[src/sbeq_pkg.sv]
// shared types and constants of the six band equalizer
`default_nettype none
package sbeq_pkg;

   // fixed field widths
   localparam int SAMPLE_WIDTH      = 16;
   localparam int COEF_WIDTH        = 24;
   localparam int STATE_WIDTH       = 32;
   localparam int GAIN_WIDTH        = 16;
   localparam int STATE_FRAC        = 8;
   localparam int GAIN_FRAC         = 12;
   localparam int COEFS_PER_SECTION = 5;
   localparam int NUM_GAINS         = 6;
   localparam int ACC_WIDTH         = 64;
   localparam int PROD_WIDTH        = COEF_WIDTH + STATE_WIDTH;
   localparam int BAND_W            = 3;
   localparam int SEC_W             = 4;
   localparam int STEP_W            = 4;
   localparam int CSR_INDEX_W       = 3;
   localparam int CSR_DATA_W        = 16;
   localparam int NOISE_LEVEL       = 8000;

   localparam logic [15:0] NOISE_SEED = 16'hFFFF;
   localparam logic signed [STATE_WIDTH-1:0] NOISE_X =
      STATE_WIDTH'(NOISE_LEVEL * (2 ** STATE_FRAC));
   localparam logic [SEC_W-1:0] SECTIONS_RESET = SEC_W'(8);
   localparam logic signed [GAIN_WIDTH-1:0] GAIN_UNITY = GAIN_WIDTH'(2 ** GAIN_FRAC);

   // item operations
   localparam logic OP_PROCESS = 1'b0;
   localparam logic OP_LOAD    = 1'b1;

   // register indexes
   localparam logic [CSR_INDEX_W-1:0] CSR_SOURCE_SELECT   = 3'd0;
   localparam logic [CSR_INDEX_W-1:0] CSR_SECTIONS        = 3'd1;
   localparam logic [CSR_INDEX_W-1:0] CSR_GAIN_LOW_PASS   = 3'd2;
   localparam logic [CSR_INDEX_W-1:0] CSR_GAIN_BAND_ONE   = 3'd3;
   localparam logic [CSR_INDEX_W-1:0] CSR_GAIN_BAND_TWO   = 3'd4;
   localparam logic [CSR_INDEX_W-1:0] CSR_GAIN_BAND_THREE = 3'd5;
   localparam logic [CSR_INDEX_W-1:0] CSR_GAIN_BAND_FOUR  = 3'd6;
   localparam logic [CSR_INDEX_W-1:0] CSR_GAIN_HIGH_PASS  = 3'd7;

   // coefficient slots within a section
   localparam logic [2:0] COEF_A1 = 3'd0;
   localparam logic [2:0] COEF_A2 = 3'd1;
   localparam logic [2:0] COEF_B0 = 3'd2;
   localparam logic [2:0] COEF_B1 = 3'd3;
   localparam logic [2:0] COEF_B2 = 3'd4;

   typedef struct packed {
      logic                     operation;
      logic [SAMPLE_WIDTH-1:0]  sample_in;
      logic [2:0]               band;
      logic [2:0]               section_index;
      logic [2:0]               coef_index;
      logic [COEF_WIDTH-1:0]    coef_value;
   } req_type;

   typedef struct packed {
      logic [SAMPLE_WIDTH-1:0]  sample_out;
      logic                     clipped;
   } rsp_type;

   typedef enum logic [2:0] {
      MUL_A1_D0,
      MUL_A2_D1,
      MUL_B0_W,
      MUL_B1_D0,
      MUL_B2_D1,
      MUL_Y_GAIN
   } mul_sel_type;

   typedef enum logic [2:0] {
      ACC_HOLD,
      ACC_LOAD_X,
      ACC_SUB,
      ACC_ADD,
      ACC_LOAD_PROD
   } acc_op_type;

   typedef struct packed {
      logic              start;
      logic              load;
      logic [BAND_W-1:0] band;
      logic [SEC_W-1:0]  sec;
      logic [2:0]        coef_sel;
      logic              cap_en;
      logic [2:0]        cap_sel;
      logic              cap_delay;
      mul_sel_type       mul_sel;
      acc_op_type        acc_op;
      logic              take_w;
      logic              take_y;
      logic              band_start;
      logic              sum_add;
      logic              finish;
   } dp_cmd_type;

   typedef struct packed {
      logic [SEC_W-1:0] sections;
      logic             out_free;
   } dp_status_type;

endpackage
`default_nettype wire

[src/sbeq_ctrl.sv]
// equalizer controller: sequences sections, bands and output
`default_nettype none
module sbeq_ctrl #(
   parameter int NUM_BANDS    = 6,
   parameter int MAX_SECTIONS = 8
) (
   input  wire logic                     clock,
   input  wire logic                     reset,
   input  wire logic                     req_valid,
   input  wire logic                     req_operation,
   output logic                          req_ready,
   input  wire sbeq_pkg::dp_status_type  status,
   output sbeq_pkg::dp_cmd_type          cmd
);
   import sbeq_pkg::*;

   typedef enum logic [3:0] {
      S_IDLE = 4'b0001,
      S_SEC  = 4'b0010,
      S_GAIN = 4'b0100,
      S_OUT  = 4'b1000
   } state_type;

   // schedule of one section
   localparam logic [STEP_W-1:0] ST_FETCH  = 4'd0;
   localparam logic [STEP_W-1:0] ST_CAP_A1 = 4'd1;
   localparam logic [STEP_W-1:0] ST_MUL_A1 = 4'd2;
   localparam logic [STEP_W-1:0] ST_MUL_A2 = 4'd3;
   localparam logic [STEP_W-1:0] ST_SUB_A2 = 4'd4;
   localparam logic [STEP_W-1:0] ST_TAKE_W = 4'd5;
   localparam logic [STEP_W-1:0] ST_MUL_B0 = 4'd6;
   localparam logic [STEP_W-1:0] ST_MUL_B1 = 4'd7;
   localparam logic [STEP_W-1:0] ST_MUL_B2 = 4'd8;
   localparam logic [STEP_W-1:0] ST_ADD_B2 = 4'd9;
   localparam logic [STEP_W-1:0] ST_TAKE_Y = 4'd10;
   // schedule of one band gain
   localparam logic [STEP_W-1:0] GS_MUL    = 4'd0;
   localparam logic [STEP_W-1:0] GS_ADD    = 4'd1;

   localparam logic [SEC_W:0]    MAX_SEC_L  = (SEC_W+1)'(MAX_SECTIONS);
   localparam logic [BAND_W-1:0] LAST_BAND  = BAND_W'(NUM_BANDS - 1);

   state_type          state_ff, state_in;
   logic [BAND_W-1:0]  band_ff, band_in;
   logic [SEC_W-1:0]   sec_ff, sec_in;
   logic [STEP_W-1:0]  step_ff, step_in;
   logic [SEC_W:0]     nsec;
   logic               last_sec, last_band, accept;

   // clamp the section count to one through the maximum
   always_comb begin
      if (status.sections == '0) begin
         nsec = (SEC_W+1)'(1);
      end else if ({1'b0, status.sections} > MAX_SEC_L) begin
         nsec = MAX_SEC_L;
      end else begin
         nsec = {1'b0, status.sections};
      end
      last_sec  = ((SEC_W+1)'({1'b0, sec_ff} + 1'b1)) == nsec;
      last_band = band_ff == LAST_BAND;
      req_ready = state_ff == S_IDLE;
      accept    = req_valid && req_ready;
   end

   // next state and datapath commands
   always_comb begin
      state_in = state_ff;
      band_in  = band_ff;
      sec_in   = sec_ff;
      step_in  = step_ff;
      cmd          = '0;
      cmd.band     = band_ff;
      cmd.sec      = sec_ff;
      cmd.mul_sel  = MUL_A1_D0;
      cmd.acc_op   = ACC_HOLD;
      unique case (state_ff)
         S_IDLE: begin
            if (accept) begin
               if (req_operation == OP_LOAD) begin
                  cmd.load = 1'b1;
               end else begin
                  cmd.start = 1'b1;
                  state_in  = S_SEC;
                  band_in   = '0;
                  sec_in    = '0;
                  step_in   = ST_FETCH;
               end
            end
         end
         S_SEC: begin
            step_in = step_ff + 1'b1;
            unique case (step_ff)
               ST_FETCH: begin
                  cmd.coef_sel = COEF_A1;
                  cmd.acc_op   = ACC_LOAD_X;
               end
               ST_CAP_A1: begin
                  cmd.coef_sel  = COEF_A2;
                  cmd.cap_en    = 1'b1;
                  cmd.cap_sel   = COEF_A1;
                  cmd.cap_delay = 1'b1;
               end
               ST_MUL_A1: begin
                  cmd.coef_sel = COEF_B0;
                  cmd.cap_en   = 1'b1;
                  cmd.cap_sel  = COEF_A2;
                  cmd.mul_sel  = MUL_A1_D0;
               end
               ST_MUL_A2: begin
                  cmd.coef_sel = COEF_B1;
                  cmd.cap_en   = 1'b1;
                  cmd.cap_sel  = COEF_B0;
                  cmd.mul_sel  = MUL_A2_D1;
                  cmd.acc_op   = ACC_SUB;
               end
               ST_SUB_A2: begin
                  cmd.coef_sel = COEF_B2;
                  cmd.cap_en   = 1'b1;
                  cmd.cap_sel  = COEF_B1;
                  cmd.acc_op   = ACC_SUB;
               end
               ST_TAKE_W: begin
                  cmd.cap_en  = 1'b1;
                  cmd.cap_sel = COEF_B2;
                  cmd.take_w  = 1'b1;
               end
               ST_MUL_B0: begin
                  cmd.mul_sel = MUL_B0_W;
               end
               ST_MUL_B1: begin
                  cmd.mul_sel = MUL_B1_D0;
                  cmd.acc_op  = ACC_LOAD_PROD;
               end
               ST_MUL_B2: begin
                  cmd.mul_sel = MUL_B2_D1;
                  cmd.acc_op  = ACC_ADD;
               end
               ST_ADD_B2: begin
                  cmd.acc_op = ACC_ADD;
               end
               ST_TAKE_Y: begin
                  cmd.take_y = 1'b1;
                  step_in    = ST_FETCH;
                  if (last_sec) begin
                     state_in = S_GAIN;
                     step_in  = GS_MUL;
                  end else begin
                     sec_in = sec_ff + 1'b1;
                  end
               end
               default: begin
                  step_in = ST_FETCH;
               end
            endcase
         end
         S_GAIN: begin
            if (step_ff == GS_MUL) begin
               cmd.mul_sel = MUL_Y_GAIN;
               step_in     = GS_ADD;
            end else begin
               cmd.sum_add = 1'b1;
               step_in     = ST_FETCH;
               if (last_band) begin
                  state_in = S_OUT;
               end else begin
                  band_in        = band_ff + 1'b1;
                  sec_in         = '0;
                  cmd.band_start = 1'b1;
                  state_in       = S_SEC;
               end
            end
         end
         S_OUT: begin
            if (status.out_free) begin
               cmd.finish = 1'b1;
               state_in   = S_IDLE;
            end
         end
         default: begin
            state_in = S_IDLE;
         end
      endcase
   end

   // state registers
   always_ff @(posedge clock) begin
      if (reset) begin
         state_ff <= S_IDLE;
         band_ff  <= '0;
         sec_ff   <= '0;
         step_ff  <= '0;
      end else begin
         state_ff <= state_in;
         band_ff  <= band_in;
         sec_ff   <= sec_in;
         step_ff  <= step_in;
      end
   end

endmodule
`default_nettype wire

[config.mk]
export PLATFORM = sky130hd
export DESIGN_NAME = sbeq_ctrl
export DESIGN_NICKNAME = d
export VERILOG_FILES = /design/src/sbeq_pkg.sv /design/src/sbeq_ctrl.sv
export SDC_FILE = /design/constraint.sdc
export NUM_CORES = 1
export LEC_CHECK = 0
export BUFFER_PORTS_ARGS = -buffer_cell sky130_fd_sc_hd__clkbuf_2
export CORE_MARGIN = 1
export CORE_UTILIZATION = 39
export DETAILED_ROUTE_END_ITERATION = 7
export GPL_TIMING_DRIVEN = 0
export PLACE_DENSITY = 0.71
export SLEW_MARGIN = 20
export SYNTH_ARGS = -nofsm -noshare
export SYNTH_HDL_FRONTEND = slang
export SYNTH_SLANG_ARGS = --single-unit
[constraint.sdc]
create_clock -name clock -period 5.3 [get_ports clock]
set_input_delay 1.06 -clock clock [delete_from_list [all_inputs] [get_ports clock]]
set_output_delay 1.06 -clock clock [all_outputs]
set_load 0.05 [all_outputs]
==> flow_metrics.env <==
export IMPL_critPathTopFamily="simple AND/OR/NAND/NOR gates"
export IMPL_synth_largest_area_cell="dfxtp_1"
export IMPL_top_layer_used="met4"
export IMPL_synth_async_reset_ratio=0
export IMPL_endpoint_kind="primary output"
export IMPL_drc=0
export IMPL_timing_setup_tns_ps=0
export IMPL_nets=231
export IMPL_slew_violations=0
export IMPL_ir_worst_vdd_mv=0.181
export IMPL_hold_viol=0
export IMPL_coreArea_um2=3150
export IMPL_worst_slew_pin_transition_ps=681
export IMPL_wl_met1_um=1610
export IMPL_clockBufferDepth=2
export IMPL_p_per_area_nw_per_um2=212
export IMPL_synth_ff_type="dfxtp_1"
export IMPL_slew_headroom=0.545
export IMPL_rows=20
export IMPL_drv_cap=0
export IMPL_hold_buffers=0
export IMPL_cts_htree_levels=1
export IMPL_wl_met3_um=140
export IMPL_dr_pass1_iters=4
export IMPL_yosysMostFrequentCell="nor2_1"
export IMPL_hp_class="reg2reg"
export IMPL_max_freq_mhz=298
export IMPL_die_w_um=60.5
export IMPL_leakagePower_nw=0.694
export IMPL_avgViaCountPerCell=5.34
export IMPL_synth_top_area_share=0.225
export IMPL_grt_util_all_layers=0.184
export IMPL_antenna_found_initial=0
export IMPL_drive_gt1_frac=0.243
export IMPL_die_h_um=60.5
export IMPL_io_pins=38
export IMPL_place_congestion=0.769
export IMPL_crit_path_max_incr_delay_ps=630
export IMPL_synthToLayoutAreaGrowth_pct=19.6
export IMPL_arrival_ps=2290
export IMPL_dr_wl_met2_um=1310
export IMPL_cts_tree="built"
export IMPL_setup_viol_count_final=0
export IMPL_setup_ws_ps=1950
export IMPL_outcome="complete, no violations"
export IMPL_ys_ff_latch=15
export IMPL_crit_chain="nor4b_2 -> nand2b_1 -> nor3b_1 -> clkbuf_2"
export IMPL_dr_first_iter_drc_count=104
export IMPL_cts_buffers=3
export IMPL_num_antenna_cells=0
export IMPL_postRouteWirelength_um=3090
export IMPL_synth_cell_types=53
export IMPL_crit_buf_inv=1
export IMPL_layout_cells_non_filler=258
export IMPL_dp_slack_ps=2330
export IMPL_finClkSkew_ps=5.27
export IMPL_fin_crit_sh=0.633
export IMPL_initial_core_util=0.423
export IMPL_grt_pass1_wl_um=5170
export IMPL_synth_edf_count=0
export IMPL_synth_area_per_cell_um2=7.67
export IMPL_final_min_clock_period_ps=3350
export IMPL_stdcell_area_um2=1600
export IMPL_fin_util=0.506
export IMPL_yosysSeqAreaShare=0.225
export IMPL_post_cts_buffers=0
export IMPL_synth_common_cells="nor2_1, dfxtp_1, nand2_1, nand2b_1, a21oi_1"
export IMPL_wl_per_cell_um=12.0
export IMPL_path_class="reg2out"
export IMPL_cts_reportedPaths_clkPinSlew_ps=100
export IMPL_cts_num_sinks=15
export IMPL_syn_area_um2=1330
export IMPL_grt_max_degree=11
export IMPL_drt_antenna_violating_nets=0
export IMPL_synth_warnings=0
export IMPL_startpoint_type="flip-flop"
export IMPL_synth_area_leaders="dfxtp_1, ha_1, nand2b_1"
export IMPL_worstPathMaxFanout=8
export IMPL_critPathSlowestCell="nor4b_2"
export IMPL_die_area_um2=3660
export IMPL_vias=1377
export IMPL_crit_required_ps=4240
export IMPL_netlist_instances=174
export IMPL_placed_area_um2=1570
export IMPL_clk_latency_ps=290
export IMPL_place_hpwl_um=2270
export IMPL_gr_total_overflow=0
export IMPL_grt_pass1_vias=1148
export IMPL_port_buffers=36
export IMPL_rsz0062_at_grt="no"
export IMPL_cts_root_buf="clkbuf_4"
export IMPL_cts_resized=0
export IMPL_post_place_cells=254
export IMPL_syn_num_nets=190
worst paths after layout:
kind / from / end / slack (ps) / depth (start not counted)
worst max-delay path: state_ff[1]$_SDFFE_PP0P_ / cmd[11] / 1950 / 4
worst min-delay path: band_ff[1]$_SDFFE_PP0P_ / band_ff[1]$_SDFFE_PP0P_ / 510 / 2
worst max register to register: step_ff[0]$_SDFFE_PP0P_ / state_ff[1]$_SDFFE_PP0P_ / 3100 / 8
worst min register to register: band_ff[1]$_SDFFE_PP0P_ / band_ff[1]$_SDFFE_PP0P_ / 510 / 2
per-layer routing:
layer,track usage,up-vias
met5,0,-
met4,0.0584,0
met3,0.0235,4
met2,0.283,40
met1,0.266,625
li1,-,708
registers in the layout, indices dropped and copies added, names as in the netlist:
register and count:
band_ff 3, step_ff 4, sec_ff 4, state_ff 4
cell type report:
| type | count | area (µm²) |
|---|---|---|
| buffer | 10 | 58.8 |
| clock buffer | 4 | 26.3 |
| fill | 348 | 1560 |
| inverter | 7 | 26.3 |
| multi-input combinational | 142 | 948 |
| sequential | 15 | 300 |
| tap | 44 | 55.1 |
| timing repair buffer | 36 | 180 |
stage by stage:
stage / hold WS (ps) / total power, mW
final: 514 / 0.339
after global routing: 532 / 0.359
after CTS: 514 / 0.338
after detailed placement: 499 / 0.269
after global placement: 481 / 0.268
after floorplan: 481 / 0.239
cell families (layout without fill, tap and decap cells):
family,after synthesis,count (layout),synth area share
adder cells (fa/ha/maj),7,7,0.0657
flip-flops,15,15,0.225
buffers and inverters,17,57,0.0638
AND/OR/NAND/NOR,90,90,0.403
multiplexers,1,1,0.00750
AO/OA/AOI/OAI,41,41,0.215
XOR/XNOR,3,3,0.0197
worst reg2reg max path, stage by stage, from the launching register on:
cell and delay, ps:
dfxtp_1 390, inv_1 100, ha_1 280, nor3b_1 190, nand2_1 170, nor4b_4 470
and2b_1 210, nor2_1 40, a311oi_1 260
placed cells by master, fill, tap and decap left out, types with 3 or more instances in the layout:
cell,instances
nand2b_1,14
clkbuf_1,6
xor2_1,3
nand2_1,14
dfxtp_1,15
a21oi_1,13
nand3_1,4
clkbuf_2,36
ha_1,7
and3_1,5
clkbuf_4,3
nor3_1,6
nor2_1,20
o21ai_0,6
nor3b_1,4
inv_1,7
where the power goes:
| group | leakage [nW] | switching [mW] | internal, mW | total [mW] |
|---|---|---|---|---|
| Sequential | 0.121 | 0.0106 | 0.118 | 0.128 |
| Combinational | 0.558 | 0.0875 | 0.0521 | 0.140 |
| Clock | 0.0150 | 0.0417 | 0.0292 | 0.0709 |
Power figures use the tool's default switching activity.
